### src/stbs_pkg.sv
// Shared types and constants for the sorted table binary search block.
package stbs_pkg;

	localparam int TABLE_DEPTH = 1024;
	localparam int VALUE_BITS  = 32;
	localparam int IDX_BITS    = $clog2(TABLE_DEPTH);
	localparam int LEN_BITS    = 11;
	localparam int PROBE_BITS  = 4;

	// Transaction kinds
	localparam logic KIND_LOAD  = 1'b0;
	localparam logic KIND_QUERY = 1'b1;

	typedef logic signed [VALUE_BITS-1:0] value_t;
	typedef logic [IDX_BITS-1:0]          idx_t;
	typedef logic [LEN_BITS-1:0]          len_t;
	// Interval bound, holds 0 .. TABLE_DEPTH
	typedef logic [IDX_BITS:0]            bound_t;
	typedef logic [PROBE_BITS-1:0]        probe_t;

	typedef struct packed {
		logic   done;
		logic   found;
		idx_t   match_index;
		probe_t probe_count;
	} result_t;

	typedef enum logic [2:0] {
		ST_IDLE    = 3'b001,
		ST_PROBE   = 3'b010,
		ST_COMPARE = 3'b100
	} state_t;

endpackage

### src/stbs_ctrl.sv
// Search sequencer: interval bounds, midpoint probe and the shared compare.
module stbs_ctrl import stbs_pkg::*; (
	input  logic    clk,
	input  logic    arst_n,
	input  logic    query_start,
	input  value_t  query_target,
	input  len_t    length,
	output idx_t    rd_addr,
	input  value_t  rd_data,
	output logic    busy,
	output result_t result
);

	state_t  state_q;
	bound_t  low_q;
	bound_t  hi_q;      // exclusive upper bound
	idx_t    mid_q;
	probe_t  probes_q;
	value_t  target_q;
	logic    done_q;
	logic    found_q;
	idx_t    match_q;
	probe_t  count_q;

	logic [IDX_BITS+1:0] mid_sum;
	idx_t                mid;
	bound_t              len_sat;
	logic                empty;
	logic                hit;
	logic                less;

	// Saturate the length to the table depth
	assign len_sat = (length > LEN_BITS'(TABLE_DEPTH)) ? bound_t'(TABLE_DEPTH)
	                                                    : bound_t'(length);

	// Midpoint of [low, hi): floor((low + hi - 1) / 2)
	assign mid_sum = {1'b0, low_q} + {1'b0, hi_q} - (IDX_BITS+2)'(1);
	assign mid     = mid_sum[IDX_BITS:1];
	assign empty   = (low_q >= hi_q);

	// Shared compare unit
	assign hit  = (rd_data == target_q);
	assign less = (rd_data < target_q);

	assign rd_addr = mid;
	assign busy    = (state_q != ST_IDLE);
	assign result  = '{done: done_q, found: found_q, match_index: match_q,
	                   probe_count: count_q};

	// Control state
	always_ff @(posedge clk or negedge arst_n) begin
		if (!arst_n) begin
			state_q <= ST_IDLE;
			done_q  <= 1'b0;
		end else begin
			done_q <= 1'b0;
			case (state_q)
				ST_IDLE: begin
					if (query_start) begin
						state_q <= ST_PROBE;
					end
				end
				ST_PROBE: begin
					if (empty) begin
						state_q <= ST_IDLE;
						done_q  <= 1'b1;
					end else begin
						state_q <= ST_COMPARE;
					end
				end
				ST_COMPARE: begin
					if (hit) begin
						state_q <= ST_IDLE;
						done_q  <= 1'b1;
					end else begin
						state_q <= ST_PROBE;
					end
				end
				default: begin
					state_q <= ST_IDLE;
				end
			endcase
		end
	end

	// Datapath registers
	always_ff @(posedge clk) begin
		case (state_q)
			ST_IDLE: begin
				if (query_start) begin
					target_q <= query_target;
					low_q    <= '0;
					hi_q     <= len_sat;
					probes_q <= '0;
				end
			end
			ST_PROBE: begin
				mid_q <= mid;
				if (empty) begin
					found_q <= 1'b0;
					match_q <= '0;
					count_q <= probes_q;
				end
			end
			ST_COMPARE: begin
				probes_q <= probes_q + probe_t'(1);
				if (hit) begin
					found_q <= 1'b1;
					match_q <= mid_q;
					count_q <= probes_q + probe_t'(1);
				end else if (less) begin
					low_q <= bound_t'(mid_q) + bound_t'(1);
				end else begin
					hi_q <= bound_t'(mid_q);
				end
			end
			default: begin
			end
		endcase
	end

`ifndef SYNTHESIS
	a_done_single: assert property (@(posedge clk) disable iff (!arst_n)
		done_q |=> !done_q)
		else $error("result strobe held for two cycles");

	a_done_idle: assert property (@(posedge clk) disable iff (!arst_n)
		done_q |-> (state_q == ST_IDLE))
		else $error("result strobed while search still running");

	a_miss_zero: assert property (@(posedge clk) disable iff (!arst_n)
		(done_q && !found_q) |-> (match_q == '0))
		else $error("miss reported a nonzero index");

	a_interval: assert property (@(posedge clk) disable iff (!arst_n)
		(state_q == ST_COMPARE) |-> (low_q < hi_q))
		else $error("compare on an empty interval");

	a_probe_limit: assert property (@(posedge clk) disable iff (!arst_n)
		done_q |-> (count_q <= probe_t'(IDX_BITS + 1)))
		else $error("probe count beyond table height");
`endif

endmodule

### config.mk
export PLATFORM = sky130hd
export DESIGN_NAME = stbs_ctrl
export DESIGN_NICKNAME = d
export VERILOG_FILES = /design/src/stbs_pkg.sv /design/src/stbs_ctrl.sv
export SDC_FILE = /design/constraint.sdc
export NUM_CORES = 1
export LEC_CHECK = 0
export ABC_AREA = 1
export BUFFER_PORTS_ARGS = -buffer_cell sky130_fd_sc_hd__buf_2
export CORE_MARGIN = 5
export CORE_UTILIZATION = 45
export DETAILED_ROUTE_END_ITERATION = 12
export PLACE_DENSITY = 0.66
export SLEW_MARGIN = 20
export SYNTH_ARGS = -nofsm -noshare
export SYNTH_HDL_FRONTEND = slang
export SYNTH_SLANG_ARGS = --single-unit
export TNS_END_PERCENT = 5
### constraint.sdc
create_clock -name clk -period 7.1 [get_ports clk]
set_input_delay 0.355 -clock clk [delete_from_list [all_inputs] [get_ports clk]]
set_output_delay 0.355 -clock clk [all_outputs]
set_load 0.01 [all_outputs]
==> results_dict.tcl, run 1 <==
set metrics [dict create \
    max_freq_ghz 0.3198 \
    synthesis.instances 478 \
    skew_ns 0.009948 \
    final_antenna_net_count 0 \
    core-area_um2 10840 \
    final-hold-violation-count 0 \
    grt_pass1_vias 3722 \
    grt_first_pass_wirelength_mm 17.04 \
    start_kind "register" \
    clk_pin_slew_worst_paths_ns 0.08 \
    path_common_cell "nand2_1" \
    powerDensity_nw_per_um2 439.7 \
    ir_worst_vdd_v 0.0003080 \
    maxSlewHeadroom 0.5287 \
    rsz0062_at_grt "false" \
    via_per_inst 4.922 \
    yosysTopAreaCell "edfxtp_1" \
    syn_avg_cell_area_um2 10.45 \
    gr-total-overflow 0 \
    intPower_uw 1468 \
    synth_top_area_share 0.4987 \
    synthToLayoutAreaGrowth_pct 17.05 \
    final.period_utilization 0.4404 \
    seqPwrFrac 0.360 \
    gr-usage-all-layers 0.1678 \
    cts_root_buffer "clkbuf_8" \
    min_path_type "input pin to register" \
    rows 38 \
    synth_cell_types 39 \
    finalCriticalPeriod_ns 3.127 \
    max_stage_delay_ns 0.41 \
    cp.arrival_ns 2.77 \
    fill_cells 959 \
    path_class "register to output pin" \
    netlist_top_cells_area "edfxtp_1 (50%), ha_1 (16%), inv_1 (8.3%)" \
    swShare 0.4291 \
    cp_num_buf_inv 3 \
    max_cap_viol_count 0 \
    antenna_cells 0 \
    cts_resized 0 \
    cts_made_buffers 9 \
    worstPathMaxFanout 2 \
    die_h_um 115.4 \
    cellLeakagePower_uw 0.002811 \
    dr.pass1.iters 4 \
    vias 3613 \
    status "completed" \
    drtIter0Drc 178 \
    insertion_delay_ns 0.36 \
    dieArea_um2 13310 \
    drc_errors 0 \
    wire_per_inst_um 14.22 \
    place_congestion 0.8148 \
    critPathRequiredTime_ns 6.74 \
    synth_edf_count 83 \
    tns_ns 0 \
    whs_ns 0.1672 \
    synth_ff_type "edfxtp_1" \
    clock_path_buffers 2 \
    grt_max_degree 38 \
    antenna_found_initial 0 \
    synth_common_cells "inv_1 (110), edfxtp_1 (83), ha_1 (64)" \
    comb_power_share 0.522 \
    switchingPower_uw 1103 \
    cts_tree "done" \
    drive_above_1_share 0.2542 \
    htreeDepth 3 \
    endpoint_kind "output pin" \
    yosysMostFrequentCell "inv_1" \
    fin_area_um2 5849 \
    dpl_cell_area_um2 5663 \
    hpwlAfterDp_mm 8.439 \
    fin_nets 732 \
    p_total_uw 2572 \
    setup_viol_count_final 0 \
    maxSlewViolCount 0 \
    ys_ff_latch 87 \
    initial_utilization 0.4610 \
    die_w_um 115.4 \
    synth_warnings 0 \
    synth_sequential_area_ratio 0.5190 \
    crit_slowest_cell "fa_1" \
    clockPowerShare 0.119 \
    cp_top_family "adder cells" \
    worstPathCellList "inv_1 -> ha_1 -> inv_1 -> ha_1 -> fa_1 -> nand3_1 -> nand3_1 -> nand2_1 -> nand2_1 -> a21oi_1 -> o21bai_1 -> nand2_1 -> nand2_1 -> xor2_1 -> buf_2" \
    pin_count 105 \
    worst_pin_slew_ns 0.7053 \
    port_buffers 104 \
    synthArstFlopShare 0.04598 \
    mappedNetlistArea_um2 4997 \
    cts.sinks 87 \
    syn-num-nets 621 \
    routed_wl_mm 10.44 \
]
[metrics by stage]
stage          setup slack (ns)    util  std cells
6_report                  3.973  0.5396        734
3_3_place_gp              4.258  0.5224        717
4_1_cts                   3.959  0.5387        734
3_5_place_dp              4.183  0.5224        717
2_1_floorplan             4.389       -        478
5_1_grt                   3.696  0.5396        734
[layer usage]
metal | up-vias | part of all wire | global-route usage
li1 | 1819 | - | -
met1 | 1665 | 0.42 | 0.2068
met2 | 104 | 0.48 | 0.2766
met3 | 25 | 0.063 | 0.03895
met4 | 0 | 0.032 | 0.08372
met5 | - | 0 | 0
[repair_timing]
action,4_1_cts,5_1_grt
buffers inserted,0,0
hold endpoints to repair,4,0
hold buffers,1,0
[power by group through the flow]
stage	sequential (µW)	combinational [µW]	clock (µW)
floorplan	916	943	0
global placement	935	1310	0
detailed placement	940	1350	0
CTS	929	1360	313
global route	942	1560	336
finish	925	1340	305
[worst paths after layout]
kind / start / to / slack (ns) / cells after the start
worst max-delay path: hi_q[1] / rd_addr[8] / 3.97 / 15
worst min-delay path: query_target[21] / target_q[21] / 0.17 / 1
worst max register to register: hi_q[2] / match_q[3] / 4.54 / 9
worst min register to register: probes_q[2] / count_q[2] / 0.62 / 2
max in group asynchronous: arst_n / state_q[0] / 6.55 / 2
min in group asynchronous: arst_n / done_q / 0.35 / 2
[sequential cells by signal (all words and copies together), names as in the netlist]
signal and count:
probes_q 4, found_q 1, target_q 32, mid_q 10, count_q 4, match_q 10, done_q 1, hi_q 11
state_q 3, low_q 11
[cells in the final DEF (no fill, tap or decap), drive strengths merged]
master       netlist  layout
inv              112     112
buf                6     105
edfxtp            83      83
ha                64      64
nand2             64      64
nor2              35      35
a21oi             26      26
nand3             17      17
nor3              12      12
o21ai             11      11
clkbuf             0      11
a31o              10      10
xor2               9       9
nand4              5       5
nor4               5       5
a31oi              4       4
clkinvlp           0       3
dfrtp              3       3
a21o               2       2
clkinv             0       2
o21bai             1       1
xnor2              1       1
nand3b             1       1
o31ai              1       1
a211oi             1       1
o22ai              1       1
o21a               1       1
nor3b              1       1
fa                 1       1
dlygate4sd3        0       1
dfstp              1       1
[layout make-up]
type,count,area (µm²),area share
clock buffer,11,131.4,0.02246
timing repair buffer,106,538.0,0.09198
multi-input combinational,273,1956,0.3343
clock inverter,5,35.03,0.005989
inverter,112,420.4,0.07187
tap,140,175.2,0.02995
sequential,87,2594,0.4434
[logic make-up after synthesis]
group | after synthesis | share of synthesized area
simple gates | 140 | 0.1365
buf+inv | 118 | 0.09214
flops | 87 | 0.5190
fa+ha+maj | 65 | 0.1642
compound gates | 58 | 0.07061
xor+xnor | 10 | 0.01753
(Power assumes the default switching activity.)
==> run 2, diff against run 1 <==
PLACE_DENSITY = 0.68   (was 0.66)
clock period = 2.6 ns   (was 7.1 ns; I/O delays follow)
==> run 2 against run 1 <==
Net effect: largest power group unchanged; highest routed layer unchanged; combinational power increased to 3.2 times the previous value; via count increased by 3.8%; the flow now finishes with violations (negative setup slack); global-route usage increased by 0.53 points; final cell count increased by 6.1%.
==> results_dict.tcl, run 2 (synthesis gave the netlist of run 1 again) <==
set metrics [dict create \
    critPathRequiredTime_ns 2.47 \
    clockPowerShare 0.138 \
    endpoint_kind "output pin" \
    layout_common_cells "inv_1 (106), buf_2 (104), edfxtp_1 (83)" \
    min_path_type "input pin to register" \
    final_common_cell "inv_1" \
    skew_ns 0.009105 \
    powerDensity_nw_per_um2 1233 \
    cts_made_buffers 9 \
    tns_ns -0.02684 \
    max_freq_ghz 0.3807 \
    whs_ns 0.1029 \
    cts_root_buffer "clkbuf_8" \
    cellLeakagePower_uw 0.003055 \
    clock_path_buffers 2 \
    maxSlewHeadroom 0.6275 \
    ir_worst_vdd_v 0.0008953 \
    antenna_found_initial 0 \
    wire_per_inst_um 14.11 \
    min_to "hi_q[9]" \
    die_w_um 115.4 \
    final_antenna_net_count 0 \
    fin_area_um2 6392 \
    final_cells 779 \
    clk_pin_slew_worst_paths_ns 0.08 \
    die_h_um 115.4 \
    insertion_delay_ns 0.35 \
    cp.arrival_ns 2.50 \
    switchingPower_uw 3209 \
    gr-total-overflow 0 \
    place_congestion 0.8517 \
    worst_pin_slew_ns 0.5529 \
    status "complete, but fails checks" \
    dr.pass1.iters 4 \
    rsz0062_at_grt "true" \
    seqPwrFrac 0.320 \
    antenna_cells 0 \
    finalCriticalPeriod_ns 2.627 \
    hpwlAfterDp_mm 8.329 \
    synthToLayoutAreaGrowth_pct 27.92 \
    setup_ws_ns -0.02684 \
    regArea_um2 2594 \
    vias 3752 \
    initial_utilization 0.4610 \
    reg.largest.list "target_q: 32 flops, hi_q: 11 flops, low_q: 11 flops" \
    comb_power_share 0.543 \
    multi_input_area_um2 2014 \
    fill_cells 930 \
    r2r_setup_slack_ns 0.35 \
    largest_reg_flops 32 \
    cts.sinks 87 \
    swShare 0.4073 \
    rows 38 \
    cts_tree "done" \
    maxSlewViolCount 0 \
    routed_wl_mm 10.99 \
    top_register "target_q" \
    drive_above_1_share 0.2770 \
    grt_first_pass_wirelength_mm 17.93 \
    reg2reg_depth 10 \
    pin_count 105 \
    dpl_cell_area_um2 5708 \
    setup_viol_count_final 1 \
    port_buffers 104 \
    core-area_um2 10840 \
    post-place-ws_ns 0.1194 \
    final-hold-violation-count 0 \
    drtIter0Drc 139 \
    gr-usage-all-layers 0.1731 \
    dp_cells 723 \
    via_per_inst 4.816 \
    hp-start "length[9]" \
    intPower_uw 4671 \
    path_class "register to output pin" \
    fin_nets 778 \
    htreeDepth 3 \
    max_cap_viol_count 0 \
    rr_endpoint "match_q[0]" \
    min_path_cells 2 \
    reg2reg_from "low_q[2]" \
    drc_errors 0 \
    grt_max_degree 37 \
    grt_pass1_vias 3902 \
    final.period_utilization 1.010 \
    start_kind "register" \
    worstPathMaxFanout 2 \
    dieArea_um2 13310 \
    violations "negative setup slack" \
]
[run 2: what timing repair did]
item / 4_1_cts / 5_1_grt
resized for setup: 6 / 10
pin swaps: 6 / 7
hold endpoints to repair: 36 / 0
endpoints found under the setup margin: 3 / 4
hold buffers: 33 / 0
setup buffers: 6 / 2
[run 2: metal layers]
layer / global-route usage / routed length [µm] / up-vias
li1: - / - / 1903
met1: 0.2022 / 4388 / 1728
met2: 0.3036 / 5592 / 104
met3: 0.04737 / 806 / 17
met4: 0.06416 / 206 / 0
met5: 0 / 0 / -
[run 2: power groups by stage]
stage	clock network, µW	registers, µW	logic, µW
global placement	0	2530	3680
floorplan	0	2500	2580
detailed placement	0	2550	3740
CTS	1110	2520	4080
finish	1080	2520	4280
global route	1170	2570	4810
[run 2: critical path, stage by stage (launching register included)]
cell	delay [ns]
edfxtp_1	0.37
inv_2	0.05
ha_4	0.25
inv_2	0.04
ha_4	0.16
fa_2	0.35
nand3_2	0.07
nand3_2	0.07
nand2_2	0.08
nand2_2	0.05
a21oi_2	0.14
o21bai_1	0.08
nand2_1	0.06
nand2_1	0.06
xor2_1	0.16
buf_2	0.16
[run 2: final cells by class]
cell class	instances	share of cell area
sequential	87	0.4058
multi-input combinational	273	0.3151
timing repair buffer	152	0.1507
inverter	112	0.06577
tap	140	0.02740
clock buffer	10	0.01996
clock inverter	5	0.01527
[run 2: worst max path at each step]
stage / start / endpoint / slack (ns) / cells after the start
after floorplan: low_q[1] / mid_q[8] / 0.26 / 14
after global placement: low_q[1] / rd_addr[8] / 0.17 / 15
after detailed placement: low_q[1] / rd_addr[8] / 0.12 / 15
after CTS: low_q[1] / rd_addr[8] / -0.09 / 15
final: low_q[1] / rd_addr[8] / -0.03 / 15
after global routing: low_q[1] / rd_addr[8] / -0.22 / 15
[run 2: metrics by stage]
stage          power, µW    util
2_1_floorplan       5076       -
3_3_place_gp        6211  0.5265
3_5_place_dp        6294  0.5265
4_1_cts             7703  0.5848
5_1_grt             8547  0.5897
6_report            7880  0.5897
==> run 3, diff against run 2 <==
CORE_ASPECT_RATIO = 1.4   (was not set)
==> run 3 against run 2 <==
Net effect: the flow still finishes with violations (negative setup slack); worst setup slack better by 0.0074 ns; total power is 2.7% higher; clock power is 16% higher; wire length is 0.84% lower; non-clock buffer count is 1 lower; final cell count stayed put; critical path depth stayed put; die area is 0.22% higher; critical path type unchanged; critical endpoint unchanged; largest cell class unchanged; highest routed layer unchanged.
==> results_dict.tcl, run 3 (synthesis gave the netlist of run 1 again) <==
set metrics [dict create \
    status "complete, but fails checks" \
    violations "negative setup slack" \
    worstPathMaxFanout 2 \
    switchingPower_uw 3265 \
    drtIter0Drc 82 \
    clk_pin_slew_worst_paths_ns 0.06 \
    clock_path_buffers 2 \
    final_common_cell "inv_1" \
    via_per_inst 4.814 \
    grt_max_degree 33 \
    skew_ns 0.008313 \
    reg.largest.list "target_q: 32 flops, hi_q: 11 flops, low_q: 11 flops" \
    max_freq_ghz 0.3818 \
    path_class "register to output pin" \
    cts_tree "done" \
    reg2reg_depth 16 \
    intPower_uw 4826 \
    fin_nets 777 \
    die_h_um 134.7 \
    worst_pin_slew_ns 0.5897 \
    seqPwrFrac 0.312 \
    fin_area_um2 6441 \
    final-hold-violation-count 0 \
    dpl_cell_area_um2 5717 \
    fill_cells 891 \
    critPathRequiredTime_ns 2.47 \
    antenna_cells 0 \
    endpoint_kind "output pin" \
    final.period_utilization 1.007 \
    rows 45 \
    hpwlAfterDp_mm 8.236 \
    grt_pass1_vias 4028 \
    core-area_um2 10870 \
    layout_common_cells "inv_1 (105), buf_2 (104), edfxtp_1 (83)" \
    cp.arrival_ns 2.49 \
    htreeDepth 3 \
    cellLeakagePower_uw 0.003074 \
    tns_ns -0.01949 \
    final_antenna_net_count 0 \
    max_cap_viol_count 0 \
    comb_power_share 0.533 \
    vias 3750 \
    port_buffers 104 \
    dieArea_um2 13340 \
    largest_reg_flops 32 \
    drc_errors 0 \
    initial_utilization 0.4599 \
    rsz0062_at_grt "true" \
    cts_made_buffers 9 \
    setup_viol_count_final 1 \
    dr.pass1.iters 6 \
    multi_input_area_um2 2012 \
    min_path_cells 2 \
    cts_root_buffer "clkbuf_16" \
    synthToLayoutAreaGrowth_pct 28.89 \
    top_register "target_q" \
    cts.sinks 87 \
    insertion_delay_ns 0.34 \
    gr-usage-all-layers 0.1718 \
    gr-total-overflow 0 \
    min_path_type "input pin to register" \
    drive_above_1_share 0.2774 \
    finalCriticalPeriod_ns 2.619 \
    ir_worst_vdd_v 0.0004922 \
    die_w_um 99.06 \
    maxSlewViolCount 0 \
    start_kind "register" \
    pin_count 105 \
    wire_per_inst_um 13.99 \
    grt_first_pass_wirelength_mm 18.04 \
    antenna_found_initial 0 \
    setup_ws_ns -0.01949 \
    clockPowerShare 0.155 \
    swShare 0.4036 \
    powerDensity_nw_per_um2 1256 \
    routed_wl_mm 10.90 \
    place_congestion 0.8318 \
    maxSlewHeadroom 0.6027 \
    regArea_um2 2594 \
]
==> run 3: metrics by stage <==
step / power, µW / util / hold slack [ns] / setup WS, ns / std cells
after floorplan: 5076 / - / -0.1656 / 0.2635 / 478
after global placement: 6156 / 0.5261 / -0.06079 / 0.1381 / 725
after detailed placement: 6308 / 0.5261 / -0.05777 / 0.04888 / 725
after CTS: 7897 / 0.5888 / 0.1063 / -0.07993 / 777
after global routing: 8748 / 0.5927 / 0.1142 / -0.1626 / 779
final: 8091 / 0.5927 / 0.1128 / -0.01949 / 779
==> run 3: metal layers <==
metal,vias to the layer above,routed length [µm],GRT usage
li1,1905,-,-
met4,0,155,0.06074
met2,102,5878,0.3262
met3,10,704,0.04186
met5,-,0,0
met1,1733,4164,0.1814
==> run 3: power by group through the flow <==
stage	sequential (µW)	combinational (µW)	clock [µW]
after floorplan	2500	2580	0
after global placement	2530	3630	0
after detailed placement	2540	3770	0
after CTS	2520	4100	1270
after global routing	2580	4840	1340
final	2530	4310	1250
==> run 3: repair_timing <==
item,CTS,global route
buffers inserted,4,2
hold buffers,33,0
pin swaps,4,2
resized for setup,8,9
endpoints found under the setup margin,3,4
hold endpoints to repair,36,0
==> run 3: final cells by class <==
type	count	area share
timing repair buffer	151	0.1484
tap	141	0.02739
clock buffer	11	0.03613
clock inverter	4	0.007382
multi-input combinational	273	0.3124
sequential	87	0.4027
inverter	112	0.06566
==> run 3: critical path: stages, from the launching register on <==
cell and delay, ns:
edfxtp_1 0.37, inv_2 0.05, ha_4 0.27, inv_4 0.04
ha_4 0.15, fa_2 0.35, nand3_2 0.07, nand3_2 0.08
nand2_2 0.07, nand2_2 0.05, a21oi_2 0.15, o21bai_1 0.08
nand2_1 0.06, nand2_1 0.06, xor2_1 0.16, buf_2 0.16
==> run 3: final timing paths <==
kind / start / slack (ns) / to
worst max-delay path: low_q[1] / -0.02 / rd_addr[8]
worst min-delay path: length[7] / 0.11 / hi_q[7]
worst max register to register: low_q[1] / 0.14 / mid_q[8]
worst min register to register: probes_q[1] / 0.61 / count_q[1]
max in group asynchronous: arst_n / 2.25 / state_q[0]
min in group asynchronous: arst_n / 0.14 / state_q[2]
